===== src/rtl/assert_macros.svh =====
// Assertion macros for the RTL files.
// No dependencies; define NO_ASSERTIONS to compile them out.
`ifndef ASSERT_MACROS_SVH
`define ASSERT_MACROS_SVH

`ifndef NO_ASSERTIONS

// prop holds at every clock edge outside reset
`define ASSERT_PROP(name, clk, rst_n, prop, msg) \
    name: assert property (@(posedge clk) disable iff (!rst_n) prop) else $error(msg);

// cond never holds outside reset
`define ASSERT_NEVER(name, clk, rst_n, cond, msg) \
    name: assert property (@(posedge clk) disable iff (!rst_n) !(cond)) else $error(msg);

`else

`define ASSERT_PROP(name, clk, rst_n, prop, msg)
`define ASSERT_NEVER(name, clk, rst_n, cond, msg)

`endif

`endif


===== src/rtl/itoa_pkg.sv =====
// Package for the integer to ASCII formatter: widths, command codes,
// characters, state and control types, digit-to-character function.
`default_nettype none

package itoa_pkg;

    localparam int VALUE_WIDTH = 32;
    localparam int IN_W        = 32;
    localparam int CMD_W       = 3;
    localparam int CHAR_W      = 8;

    localparam int DEC_DIGITS = (VALUE_WIDTH * 1233) / 4096 + 1;
    localparam int HEX_DIGITS = (VALUE_WIDTH + 3) / 4;
    localparam int NUM_DIGITS = (DEC_DIGITS > HEX_DIGITS) ? DEC_DIGITS : HEX_DIGITS;
    localparam int DIG_W      = NUM_DIGITS * 4;
    localparam int HEX_SHIFT  = (NUM_DIGITS - HEX_DIGITS) * 4;
    localparam int CNT_W      = $clog2(VALUE_WIDTH + 1);

    localparam logic [CMD_W-1:0] CMD_SDEC = 3'd0;
    localparam logic [CMD_W-1:0] CMD_UDEC = 3'd1;
    localparam logic [CMD_W-1:0] CMD_HEXL = 3'd2;
    localparam logic [CMD_W-1:0] CMD_HEXU = 3'd3;
    localparam logic [CMD_W-1:0] CMD_PTR  = 3'd4;

    localparam logic [CHAR_W-1:0] CH_ZERO  = 8'h30;
    localparam logic [CHAR_W-1:0] CH_X     = 8'h78;
    localparam logic [CHAR_W-1:0] CH_MINUS = 8'h2D;
    localparam logic [CHAR_W-1:0] CH_LA    = 8'h61;
    localparam logic [CHAR_W-1:0] CH_UA    = 8'h41;

    typedef enum logic [1:0] {
        ST_IDLE,
        ST_CONV,
        ST_PREFIX,
        ST_DIGITS
    } state_t;

    typedef enum logic [1:0] {
        PFX_NONE,
        PFX_MINUS,
        PFX_PTR
    } pfx_t;

    typedef struct packed {
        logic load;
        logic hex;
        logic negate;
        logic step;
        logic shift;
    } dp_ctl_t;

    function automatic logic [CHAR_W-1:0] digit_char(input logic [3:0] d, input logic upper);
        logic [CHAR_W-1:0] base;
        if (d < 4'd10)
        begin
            digit_char = CH_ZERO + {4'd0, d};
        end
        else
        begin
            base = upper ? CH_UA : CH_LA;
            digit_char = base + {4'd0, d} - 8'd10;
        end
    endfunction

endpackage

`default_nettype wire


===== src/rtl/itoa_if.sv =====
// Valid/ready channel interfaces for the formatter's input and output words.
// Depends on itoa_pkg.
`default_nettype none

interface itoa_in_if import itoa_pkg::*; ();
    logic             valid;
    logic             ready;
    logic [IN_W-1:0]  value;
    logic [CMD_W-1:0] command;

    modport source (output valid, value, command, input ready);
    modport sink   (input valid, value, command, output ready);
endinterface

interface itoa_out_if import itoa_pkg::*; ();
    logic              valid;
    logic              ready;
    logic [CHAR_W-1:0] character;
    logic              last;

    modport source (output valid, character, last, input ready);
    modport sink   (input valid, character, last, output ready);
endinterface

`default_nettype wire


===== src/rtl/integer_to_ascii_formatter_core.sv =====
// Integer to ASCII formatter, top level.
// Depends on itoa_pkg, itoa_if, itoa_dabble, itoa_ctrl, assert_macros.svh.
//
// in_word carries a 32-bit value and a format command (signed decimal,
// unsigned decimal, lower hex, upper hex, pointer). out_word returns one
// ASCII character per word, most significant first, last set on the final one.
// Unused commands are taken and dropped without output.
// Decimal: the word is accepted, then VALUE_WIDTH bit-serial shift-and-add-3
// steps run, then each prefix character and each digit position (NUM_DIGITS)
// is emitted in turn, with leading zero positions skipped. Hex skips the
// conversion and emits HEX_DIGITS positions; pointer emits a 0x prefix first.
// The next input word is taken once the last character sits in the output
// register, even while that register waits for the receiver.
// A stalled receiver holds the output register and pauses emission; nothing
// is dropped. Reset clears the sequencer and the output valid flag.
`default_nettype none

`include "assert_macros.svh"

module integer_to_ascii_formatter_core import itoa_pkg::*; (
    input  wire logic     clk,
    input  wire logic     rst_n,
    itoa_in_if.sink       in_word,
    itoa_out_if.source    out_word
);

    dp_ctl_t    ctl;
    logic [3:0] top_digit;

    logic       last_shown;
    logic       char_is_digit;
    logic       last_minus;
    logic       last_x;
    logic       bad_cmd_taken;

    itoa_dabble u_dabble (
        .clk       (clk),
        .value     (in_word.value),
        .ctl       (ctl),
        .top_digit (top_digit)
    );

    itoa_ctrl u_ctrl (
        .clk        (clk),
        .rst_n      (rst_n),
        .in_valid   (in_word.valid),
        .in_command (in_word.command),
        .in_sign    (in_word.value[VALUE_WIDTH-1]),
        .in_ready   (in_word.ready),
        .top_digit  (top_digit),
        .ctl        (ctl),
        .out_valid  (out_word.valid),
        .out_ready  (out_word.ready),
        .out_char   (out_word.character),
        .out_last   (out_word.last)
    );

    assign last_shown    = out_word.valid && out_word.last;
    assign char_is_digit = ((out_word.character >= CH_ZERO) && (out_word.character <= 8'h39)) ||
                           ((out_word.character >= CH_LA) && (out_word.character <= 8'h66)) ||
                           ((out_word.character >= CH_UA) && (out_word.character <= 8'h46));
    assign last_minus    = last_shown && (out_word.character == CH_MINUS);
    assign last_x        = last_shown && (out_word.character == CH_X);
    assign bad_cmd_taken = in_word.valid && in_word.ready && (in_word.command > CMD_PTR);

    `ASSERT_PROP(a_last_is_digit, clk, rst_n, last_shown |-> char_is_digit, "last not a digit")
    `ASSERT_NEVER(a_minus_not_last, clk, rst_n, last_minus, "minus sign flagged last")
    `ASSERT_NEVER(a_x_not_last, clk, rst_n, last_x, "pointer prefix flagged last")
    `ASSERT_PROP(a_bad_cmd, clk, rst_n, bad_cmd_taken |=> in_word.ready, "busy after bad command")

endmodule

`default_nettype wire


===== src/rtl/itoa_dabble.sv =====
// Digit datapath: bit-serial shift-and-add-3 binary to BCD, hex load,
// and digit shift-out from the top nibble. Depends on itoa_pkg.
`default_nettype none

module itoa_dabble import itoa_pkg::*; (
    input  wire logic            clk,
    input  wire logic [IN_W-1:0] value,
    input  wire dp_ctl_t         ctl,
    output logic [3:0]           top_digit
);

    logic [VALUE_WIDTH-1:0] mag_reg;
    logic [DIG_W-1:0]       dig_reg;
    logic [VALUE_WIDTH-1:0] load_val;
    logic [VALUE_WIDTH-1:0] load_mag;
    logic [DIG_W-1:0]       adj;

    assign load_val = VALUE_WIDTH'(value);
    assign load_mag = ctl.negate ? (~load_val + 1'b1) : load_val;

    always_comb
    begin
        for (int i = 0; i < NUM_DIGITS; i++)
        begin
            adj[4*i +: 4] = (dig_reg[4*i +: 4] >= 4'd5) ? dig_reg[4*i +: 4] + 4'd3
                                                          : dig_reg[4*i +: 4];
        end
    end

    always_ff @(posedge clk)
    begin
        if (ctl.load)
        begin
            mag_reg <= load_mag;
            dig_reg <= ctl.hex ? (DIG_W'(load_mag) << HEX_SHIFT) : '0;
        end
        else if (ctl.step)
        begin
            mag_reg <= mag_reg << 1;
            dig_reg <= {adj[DIG_W-2:0], mag_reg[VALUE_WIDTH-1]};
        end
        else if (ctl.shift)
        begin
            dig_reg <= dig_reg << 4;
        end
    end

    assign top_digit = dig_reg[DIG_W-1 -: 4];

endmodule

`default_nettype wire


===== src/rtl/itoa_ctrl.sv =====
// Sequencer: input handshake, conversion count, prefix and digit emission
// with leading-zero skip, output word register. Depends on itoa_pkg.
`default_nettype none

module itoa_ctrl import itoa_pkg::*; (
    input  wire logic             clk,
    input  wire logic             rst_n,
    input  wire logic             in_valid,
    input  wire logic [CMD_W-1:0] in_command,
    input  wire logic             in_sign,
    output logic                  in_ready,
    input  wire logic [3:0]       top_digit,
    output dp_ctl_t               ctl,
    output logic                  out_valid,
    input  wire logic             out_ready,
    output logic [CHAR_W-1:0]     out_char,
    output logic                  out_last
);

    state_t             state_reg, state_next;
    pfx_t               pfx_reg;
    logic [CNT_W-1:0]   cnt_reg;
    logic               upper_reg;
    logic               pre_cnt_reg;
    logic               lead_reg;
    logic               out_valid_reg;
    logic [CHAR_W-1:0]  char_reg;
    logic               last_reg;

    logic               slot_free;
    logic               cmd_ok;
    logic               cmd_hex;
    logic               start;
    logic               skip;
    logic               wr;
    logic [CHAR_W-1:0]  wr_char;
    logic               wr_last;

    assign slot_free = !out_valid_reg || out_ready;
    assign cmd_ok    = (in_command == CMD_SDEC) || (in_command == CMD_UDEC) ||
                       (in_command == CMD_HEXL) || (in_command == CMD_HEXU) ||
                       (in_command == CMD_PTR);
    assign cmd_hex   = (in_command == CMD_HEXL) || (in_command == CMD_HEXU) ||
                       (in_command == CMD_PTR);
    assign start     = (state_reg == ST_IDLE) && in_valid && cmd_ok;
    assign skip      = lead_reg && (top_digit == 4'd0) && (cnt_reg != '0);

    // next state
    always_comb
    begin
        state_next = state_reg;
        case (state_reg)
            ST_IDLE:
            begin
                if (start)
                begin
                    if (!cmd_hex)
                        state_next = ST_CONV;
                    else if (in_command == CMD_PTR)
                        state_next = ST_PREFIX;
                    else
                        state_next = ST_DIGITS;
                end
            end
            ST_CONV:
            begin
                if (cnt_reg == '0)
                    state_next = (pfx_reg == PFX_NONE) ? ST_DIGITS : ST_PREFIX;
            end
            ST_PREFIX:
            begin
                if (slot_free && ((pfx_reg == PFX_MINUS) || pre_cnt_reg))
                    state_next = ST_DIGITS;
            end
            ST_DIGITS:
            begin
                if ((skip || slot_free) && (cnt_reg == '0))
                    state_next = ST_IDLE;
            end
            default: state_next = ST_IDLE;
        endcase
    end

    // outputs
    always_comb
    begin
        in_ready = 1'b0;
        ctl      = '0;
        wr       = 1'b0;
        wr_char  = CH_ZERO;
        wr_last  = 1'b0;
        case (state_reg)
            ST_IDLE:
            begin
                in_ready   = 1'b1;
                ctl.load   = start;
                ctl.hex    = cmd_hex;
                ctl.negate = (in_command == CMD_SDEC) && in_sign;
            end
            ST_CONV:
            begin
                ctl.step = 1'b1;
            end
            ST_PREFIX:
            begin
                wr = slot_free;
                if (pfx_reg == PFX_MINUS)
                    wr_char = CH_MINUS;
                else
                    wr_char = pre_cnt_reg ? CH_X : CH_ZERO;
            end
            ST_DIGITS:
            begin
                ctl.shift = skip || slot_free;
                wr        = !skip && slot_free;
                wr_char   = digit_char(top_digit, upper_reg);
                wr_last   = (cnt_reg == '0);
            end
            default: in_ready = 1'b0;
        endcase
    end

    always_ff @(posedge clk or negedge rst_n)
    begin
        if (!rst_n)
        begin
            state_reg     <= ST_IDLE;
            pfx_reg       <= PFX_NONE;
            cnt_reg       <= '0;
            upper_reg     <= 1'b0;
            pre_cnt_reg   <= 1'b0;
            lead_reg      <= 1'b0;
            out_valid_reg <= 1'b0;
        end
        else
        begin
            state_reg <= state_next;

            if (start)
            begin
                upper_reg   <= (in_command == CMD_HEXU);
                pre_cnt_reg <= 1'b0;
                lead_reg    <= 1'b1;
                if (in_command == CMD_PTR)
                    pfx_reg <= PFX_PTR;
                else if ((in_command == CMD_SDEC) && in_sign)
                    pfx_reg <= PFX_MINUS;
                else
                    pfx_reg <= PFX_NONE;
                cnt_reg <= cmd_hex ? CNT_W'(HEX_DIGITS - 1) : CNT_W'(VALUE_WIDTH - 1);
            end
            else if (ctl.step)
            begin
                cnt_reg <= (cnt_reg == '0) ? CNT_W'(NUM_DIGITS - 1) : cnt_reg - 1'b1;
            end
            else if (ctl.shift)
            begin
                cnt_reg <= cnt_reg - 1'b1;
                if (!skip)
                    lead_reg <= 1'b0;
            end

            if ((state_reg == ST_PREFIX) && wr)
                pre_cnt_reg <= 1'b1;

            if (wr)
                out_valid_reg <= 1'b1;
            else if (out_ready)
                out_valid_reg <= 1'b0;
        end
    end

    always_ff @(posedge clk)
    begin
        if (wr)
        begin
            char_reg <= wr_char;
            last_reg <= wr_last;
        end
    end

    assign out_valid = out_valid_reg;
    assign out_char  = char_reg;
    assign out_last  = last_reg;

endmodule

`default_nettype wire

===== src/flat_wrapper.sv =====
// flat-port wrapper written by rule: the top's interface ports become plain ports
module integer_to_ascii_formatter_core_flat import itoa_pkg::*;
  (clk, rst_n, in_word_valid, in_word_value, in_word_command, in_word_ready, out_word_valid, out_word_character, out_word_last, out_word_ready);
  itoa_in_if in_word_i ();
  itoa_out_if out_word_i ();
  input  wire logic clk;
  input  wire logic rst_n;
  input wire logic [$bits(in_word_i.valid)-1:0] in_word_valid;
  input wire logic [$bits(in_word_i.value)-1:0] in_word_value;
  input wire logic [$bits(in_word_i.command)-1:0] in_word_command;
  output wire logic [$bits(in_word_i.ready)-1:0] in_word_ready;
  output wire logic [$bits(out_word_i.valid)-1:0] out_word_valid;
  output wire logic [$bits(out_word_i.character)-1:0] out_word_character;
  output wire logic [$bits(out_word_i.last)-1:0] out_word_last;
  input wire logic [$bits(out_word_i.ready)-1:0] out_word_ready;
  assign in_word_i.valid = in_word_valid;
  assign in_word_i.value = in_word_value;
  assign in_word_i.command = in_word_command;
  assign in_word_ready = in_word_i.ready;
  assign out_word_valid = out_word_i.valid;
  assign out_word_character = out_word_i.character;
  assign out_word_last = out_word_i.last;
  assign out_word_i.ready = out_word_ready;
  integer_to_ascii_formatter_core u_core (.clk(clk), .rst_n(rst_n), .in_word(in_word_i), .out_word(out_word_i));
endmodule

===== config.mk =====
export PLATFORM = sky130hd
export DESIGN_NAME = integer_to_ascii_formatter_core_flat
export DESIGN_NICKNAME = d
export VERILOG_FILES = /design/src/rtl/itoa_pkg.sv /design/src/rtl/itoa_if.sv /design/src/rtl/integer_to_ascii_formatter_core.sv /design/src/rtl/itoa_dabble.sv /design/src/rtl/itoa_ctrl.sv /design/src/flat_wrapper.sv
export VERILOG_INCLUDE_DIRS = /design/src /design/src/rtl
export SDC_FILE = /design/constraint.sdc
export NUM_CORES = 1
export LEC_CHECK = 0
export ABC_CLOCK_PERIOD_IN_PS = 7500
export BUFFER_PORTS_ARGS = -buffer_cell sky130_fd_sc_hd__buf_2
export CAP_MARGIN = 15
export CORE_ASPECT_RATIO = 1.4
export CORE_MARGIN = 2
export CORE_UTILIZATION = 29
export DETAILED_ROUTE_END_ITERATION = 8
export GPL_ROUTABILITY_DRIVEN = 0
export SLEW_MARGIN = 20
export SYNTH_ARGS = -nofsm -noshare
export SYNTH_HDL_FRONTEND = slang
export SYNTH_SLANG_ARGS = --single-unit

===== constraint.sdc =====
create_clock -name clk -period 7.5 [get_ports clk]
set_input_delay 0.375 -clock clk [delete_from_list [all_inputs] [get_ports clk]]
set_output_delay 0.375 -clock clk [all_outputs]
set_load 0.03 [all_outputs]

==> reports/summary.txt <==
=============================================================================
Result of the run .............................................. complete, no violations
Residual DRC count .............................................            0
Number of clock buffers inserted by TritonCTS ..................            9
Final clock period utilization by the worst path ...............        42.5%
FF+latch count, synth ..........................................           94
FF-to-FF End ................................................... u_core.u_dabble.dig_reg[18]$_DFFE_PP_
PnR worst setup slack ..........................................      4310 ps
Vias in the first global route .................................         4828
Number of maximum-capacitance violations .......................            0
Category of the worst setup path capture point .................    flip-flop
Largest area contributor in the netlist ........................ sky130_fd_sc_hd__edfxtp_1
Arrival @ worst endpoint .......................................      3260 ps
Count of cells along the worst register-to-register path .......            7
Mapped Area .................................................... 0.00612 sq mm
Hold-fix buffer count after cts ................................            1
Setup slack, reg-to-reg ........................................      4310 ps
Clock tree from TritonCTS ......................................          yes
Post-Place Worst Slack .........................................      4320 ps
Max-slew violation total from the final report .................            0
Data required time at the worst endpoint .......................      7570 ps
Number of instances in the synthesized netlist .................          649
Setup TNS after final layout ...................................         0 ps
Total power consumption of the routed design ...................    0.00304 W
Remaining global-route overflow ................................            0
Startpoint type of the worst setup path ........................    flip-flop
Largest register FFs ...........................................           40
Final WL .......................................................      15.5 mm
Count of inserted antenna diode cells ..........................            0
Fraction of layout cells with a size suffix above 1 ............        11.8%
Clock latency on the worst-skew pair ...........................       350 ps
DR iter-0 viols ................................................          412
Total instance count after detailed placement ..................          928
Core ar. ....................................................... 0.0206 sq mm
Synthesized area per cell ......................................   9.43 sq um
H-tree levels ..................................................            3
CP bufs+invs ...................................................            1
Instance count along the most critical hold path ...............            3
Top area cells in the synthesized netlist ...................... sky130_fd_sc_hd__edfxtp_1 (39%), sky130_fd_sc_hd__o21ai_0 (7.1%), sky130_fd_sc_hd__ha_1 (5.9%), sky130_fd_sc_hd__dfrtp_1 (5.7%), sky130_fd_sc_hd__nand2_1 (5.3%)
Leakage dissipation ............................................      2.61 nW
Kind of critical path ..........................................      reg2reg
Ports ..........................................................           50
Net count after synthesis ......................................          717
Initial DRT Pass Iterations ....................................            5
Hold wc startpoint ............................................. in_word_command[0]
Worst IR drop on VDD ...........................................       148 uV
Transition time of the tightest slew-check pin .................      1060 ps
Startpoint of the most critical register-to-register path ...... u_core.u_ctrl.state_reg[1]$_DFFE_PN0P_
RSZ-0062 raised after global routing ...........................        false
Area Overhead vs Synth .........................................        13.2%
Count of flip-flops with a built-in enable after synthesis .....           80
Final-report setup violation count .............................            0
Final Critical Period ..........................................      3190 ps
Layout net count ...............................................          752
Number of buffers inserted by post-CTS setup repair ............            0
Headroom to the max-slew limit .................................        29.7%
CTS sink cnt ...................................................           94
Dpl hpwl .......................................................      10.8 mm
Die Y-Extent ...................................................  176 microns
Effective utilization at floorplan .............................        29.7%
Root buffer cell ............................................... sky130_fd_sc_hd__clkbuf_16
Maximum fanout along the worst path ............................           29
Clock skew after layout ........................................      5.64 ps
Hold crit path type ............................................       in2reg
Async S/R FF share, synth ......................................        14.9%
Yosys cell types ...............................................           62
Antenna violations before repair ...............................            0
Post-cts sizing count ..........................................            0
Non-filler cells in the finished layout ........................          945
Final count of hold timing violations ..........................            0
Total power per unit cell area .................................  439 mW/mm^2
Total Die Area ................................................. 0.0223 sq mm
Post-Route Hold Slack ..........................................       338 ps
Critical path, cell by cell .................................... inv_1 > ha_1 > nor4b_1 > and2_1 > o31ai_1 > xor2_1 > o221ai_1
Largest net degree at the start of global routing ..............           57
Post-DR vias/cell ..............................................         5.31
Total global-route track usage .................................        14.0%
Ys flop type ................................................... sky130_fd_sc_hd__edfxtp_1
Post-synth top area share ......................................        39.2%
Total number of vias ...........................................         5020
Count of standard-cell rows ....................................           62
Die width ......................................................  127 microns
Clock-pin transition on the worst setup and hold timing paths ..        70 ps
Portion of the post-synthesis area used by sequential elements .        45.0%
Max Clk Rate ...................................................      314 MHz
Wire length of the first global-routing pass ...................      24.9 mm
Number of warnings printed during yosys synthesis ..............            0
Cell with the largest stage delay on the worst path ............ sky130_fd_sc_hd__and2_1
Worst min-delay path endpoint .................................. u_core.u_ctrl.upper_reg$_DFFE_PN0P_
Antenna Violating Nets Remaining ...............................            0
Crit path max-delay family ..................................... simple AND/OR/NAND/NOR gates
Number of I/O port buffers .....................................           48
Per-cell routed wire length .................................... 16.4 microns
Maximum count of clock buffers along a single path .............            2
Max stage delay on crit path ...................................       930 ps
=============================================================================
==> report_power, final <==
group,total [W],leakage (nW),internal [W],switching [W]
logic,0.00134,1.52,0.000522,0.000822
clock network,0.000497,0.150,0.000290,0.000207
registers,0.00120,0.938,0.000992,0.000209
total,0.00304,2.61,0.00180,0.00124
==> cells in the final DEF, fill, tap and decap left out, types with 14 or more instances in the layout <==
master,netlist,final
sky130_fd_sc_hd__nand2_1,87,86
sky130_fd_sc_hd__edfxtp_1,80,80
sky130_fd_sc_hd__ha_1,29,28
sky130_fd_sc_hd__xor2_1,28,28
sky130_fd_sc_hd__inv_1,36,36
sky130_fd_sc_hd__buf_2,2,48
sky130_fd_sc_hd__nor2_1,31,31
sky130_fd_sc_hd__a21oi_1,45,45
sky130_fd_sc_hd__dfrtp_1,14,14
sky130_fd_sc_hd__o21ai_0,87,87
sky130_fd_sc_hd__mux2i_1,14,14
sky130_fd_sc_hd__nand3_1,16,16
==> cell type report <==
class	instances	area, sq um
Fill cell	2148	13700
Clock buffer	9	225
Timing Repair Buffer	54	288
Sequential cell	94	2750
Inverter	36	135
Tap cell	256	320
Clock inverter	7	88.8
Multi-Input combinational cell	489	3120
==> metal layers <==
metal  global-route usage (%)  vias to the layer above  wire length (microns)
li1                         -                     2447                      -
met1                     18.1                     2440                   7000
met2                     23.9                      118                   7620
met3                     2.16                       15                    575
met4                     4.99                        0                    263
met5                        0                        -                      0
==> per-stage QoR <==
| step | utilization, % | instance area [sq um] |
|---|---|---|
| 2_1_floorplan | - | 6120 |
| 3_3_place_gp | 32.0 | 6600 |
| 3_5_place_dp | 32.0 | 6600 |
| 4_1_cts | 33.6 | 6930 |
| 5_1_grt | 33.6 | 6930 |
| 6_report | 33.6 | 6930 |
==> how the worst max path moves through the flow <==
| stage | start | endpoint | slack, ps | cells past startpoint |
|---|---|---|---|---|
| final | u_core.u_ctrl.state_reg[1]$_DFFE_PN0P_ | u_core.u_dabble.dig_reg[18]$_DFFE_PP_ | 4310 | 7 |
| after global placement | u_core.u_ctrl.state_reg[1]$_DFFE_PN0P_ | u_core.u_dabble.dig_reg[18]$_DFFE_PP_ | 4460 | 7 |
| after global routing | u_core.u_ctrl.state_reg[1]$_DFFE_PN0P_ | u_core.u_dabble.dig_reg[18]$_DFFE_PP_ | 4070 | 7 |
| after floorplan | u_core.u_ctrl.state_reg[0]$_DFFE_PN0P_ | u_core.u_ctrl.cnt_reg[5]$_DFFE_PN0P_ | 4650 | 8 |
| after detailed placement | u_core.u_ctrl.state_reg[1]$_DFFE_PN0P_ | u_core.u_dabble.dig_reg[18]$_DFFE_PP_ | 4320 | 7 |
| after CTS | u_core.u_ctrl.state_reg[1]$_DFFE_PN0P_ | u_core.u_dabble.dig_reg[18]$_DFFE_PP_ | 4330 | 7 |
==> cells in the mapped netlist, types with 3 or more instances <==
| master | number |
|---|---|
| sky130_fd_sc_hd__ha_1 | 29 |
| sky130_fd_sc_hd__a22o_1 | 10 |
| sky130_fd_sc_hd__a31oi_1 | 3 |
| sky130_fd_sc_hd__a211oi_1 | 4 |
| sky130_fd_sc_hd__o211ai_1 | 4 |
| sky130_fd_sc_hd__inv_1 | 36 |
| sky130_fd_sc_hd__xor2_1 | 28 |
| sky130_fd_sc_hd__nand3_1 | 16 |
| sky130_fd_sc_hd__nor3_1 | 9 |
| sky130_fd_sc_hd__o31ai_1 | 12 |
| sky130_fd_sc_hd__nor4_1 | 4 |
| sky130_fd_sc_hd__o21ai_0 | 87 |
| sky130_fd_sc_hd__edfxtp_1 | 80 |
| sky130_fd_sc_hd__nor2_1 | 31 |
| sky130_fd_sc_hd__a32oi_1 | 8 |
| sky130_fd_sc_hd__a21o_1 | 3 |
| sky130_fd_sc_hd__o41ai_1 | 4 |
| sky130_fd_sc_hd__mux2i_1 | 14 |
| sky130_fd_sc_hd__and2_1 | 6 |
| sky130_fd_sc_hd__a21oi_1 | 45 |
| sky130_fd_sc_hd__nand2b_1 | 12 |
| sky130_fd_sc_hd__nand2_1 | 87 |
| sky130_fd_sc_hd__clkbuf_1 | 25 |
| sky130_fd_sc_hd__nor3b_1 | 9 |
| sky130_fd_sc_hd__dfrtp_1 | 14 |
| sky130_fd_sc_hd__xnor2_1 | 12 |
| sky130_fd_sc_hd__nor2b_1 | 4 |
| sky130_fd_sc_hd__nand4_1 | 4 |
| sky130_fd_sc_hd__o22ai_1 | 10 |
==> kinds of logic (layout without fill, tap and decap cells) <==
group	count (synthesis)	count (layout)	synth area share, %
fa+ha+maj	29	29	5.93
other cells	1	1	0.0613
compound gates	206	206	20.5
mux	15	15	2.47
simple gates	198	198	16.1
buf+inv	66	106	4.21
xor+xnor	40	40	5.72
flops	94	94	45.0
==> tightest hold or removal path: cells and delay by family <==
kind                   cells  cell delay [ps]
buffers and inverters      1              120
AOI/OAI and AO/OA          1               80
and+or+nand+nor            1               70
Note: power is estimated with default switching activity, not from simulation.
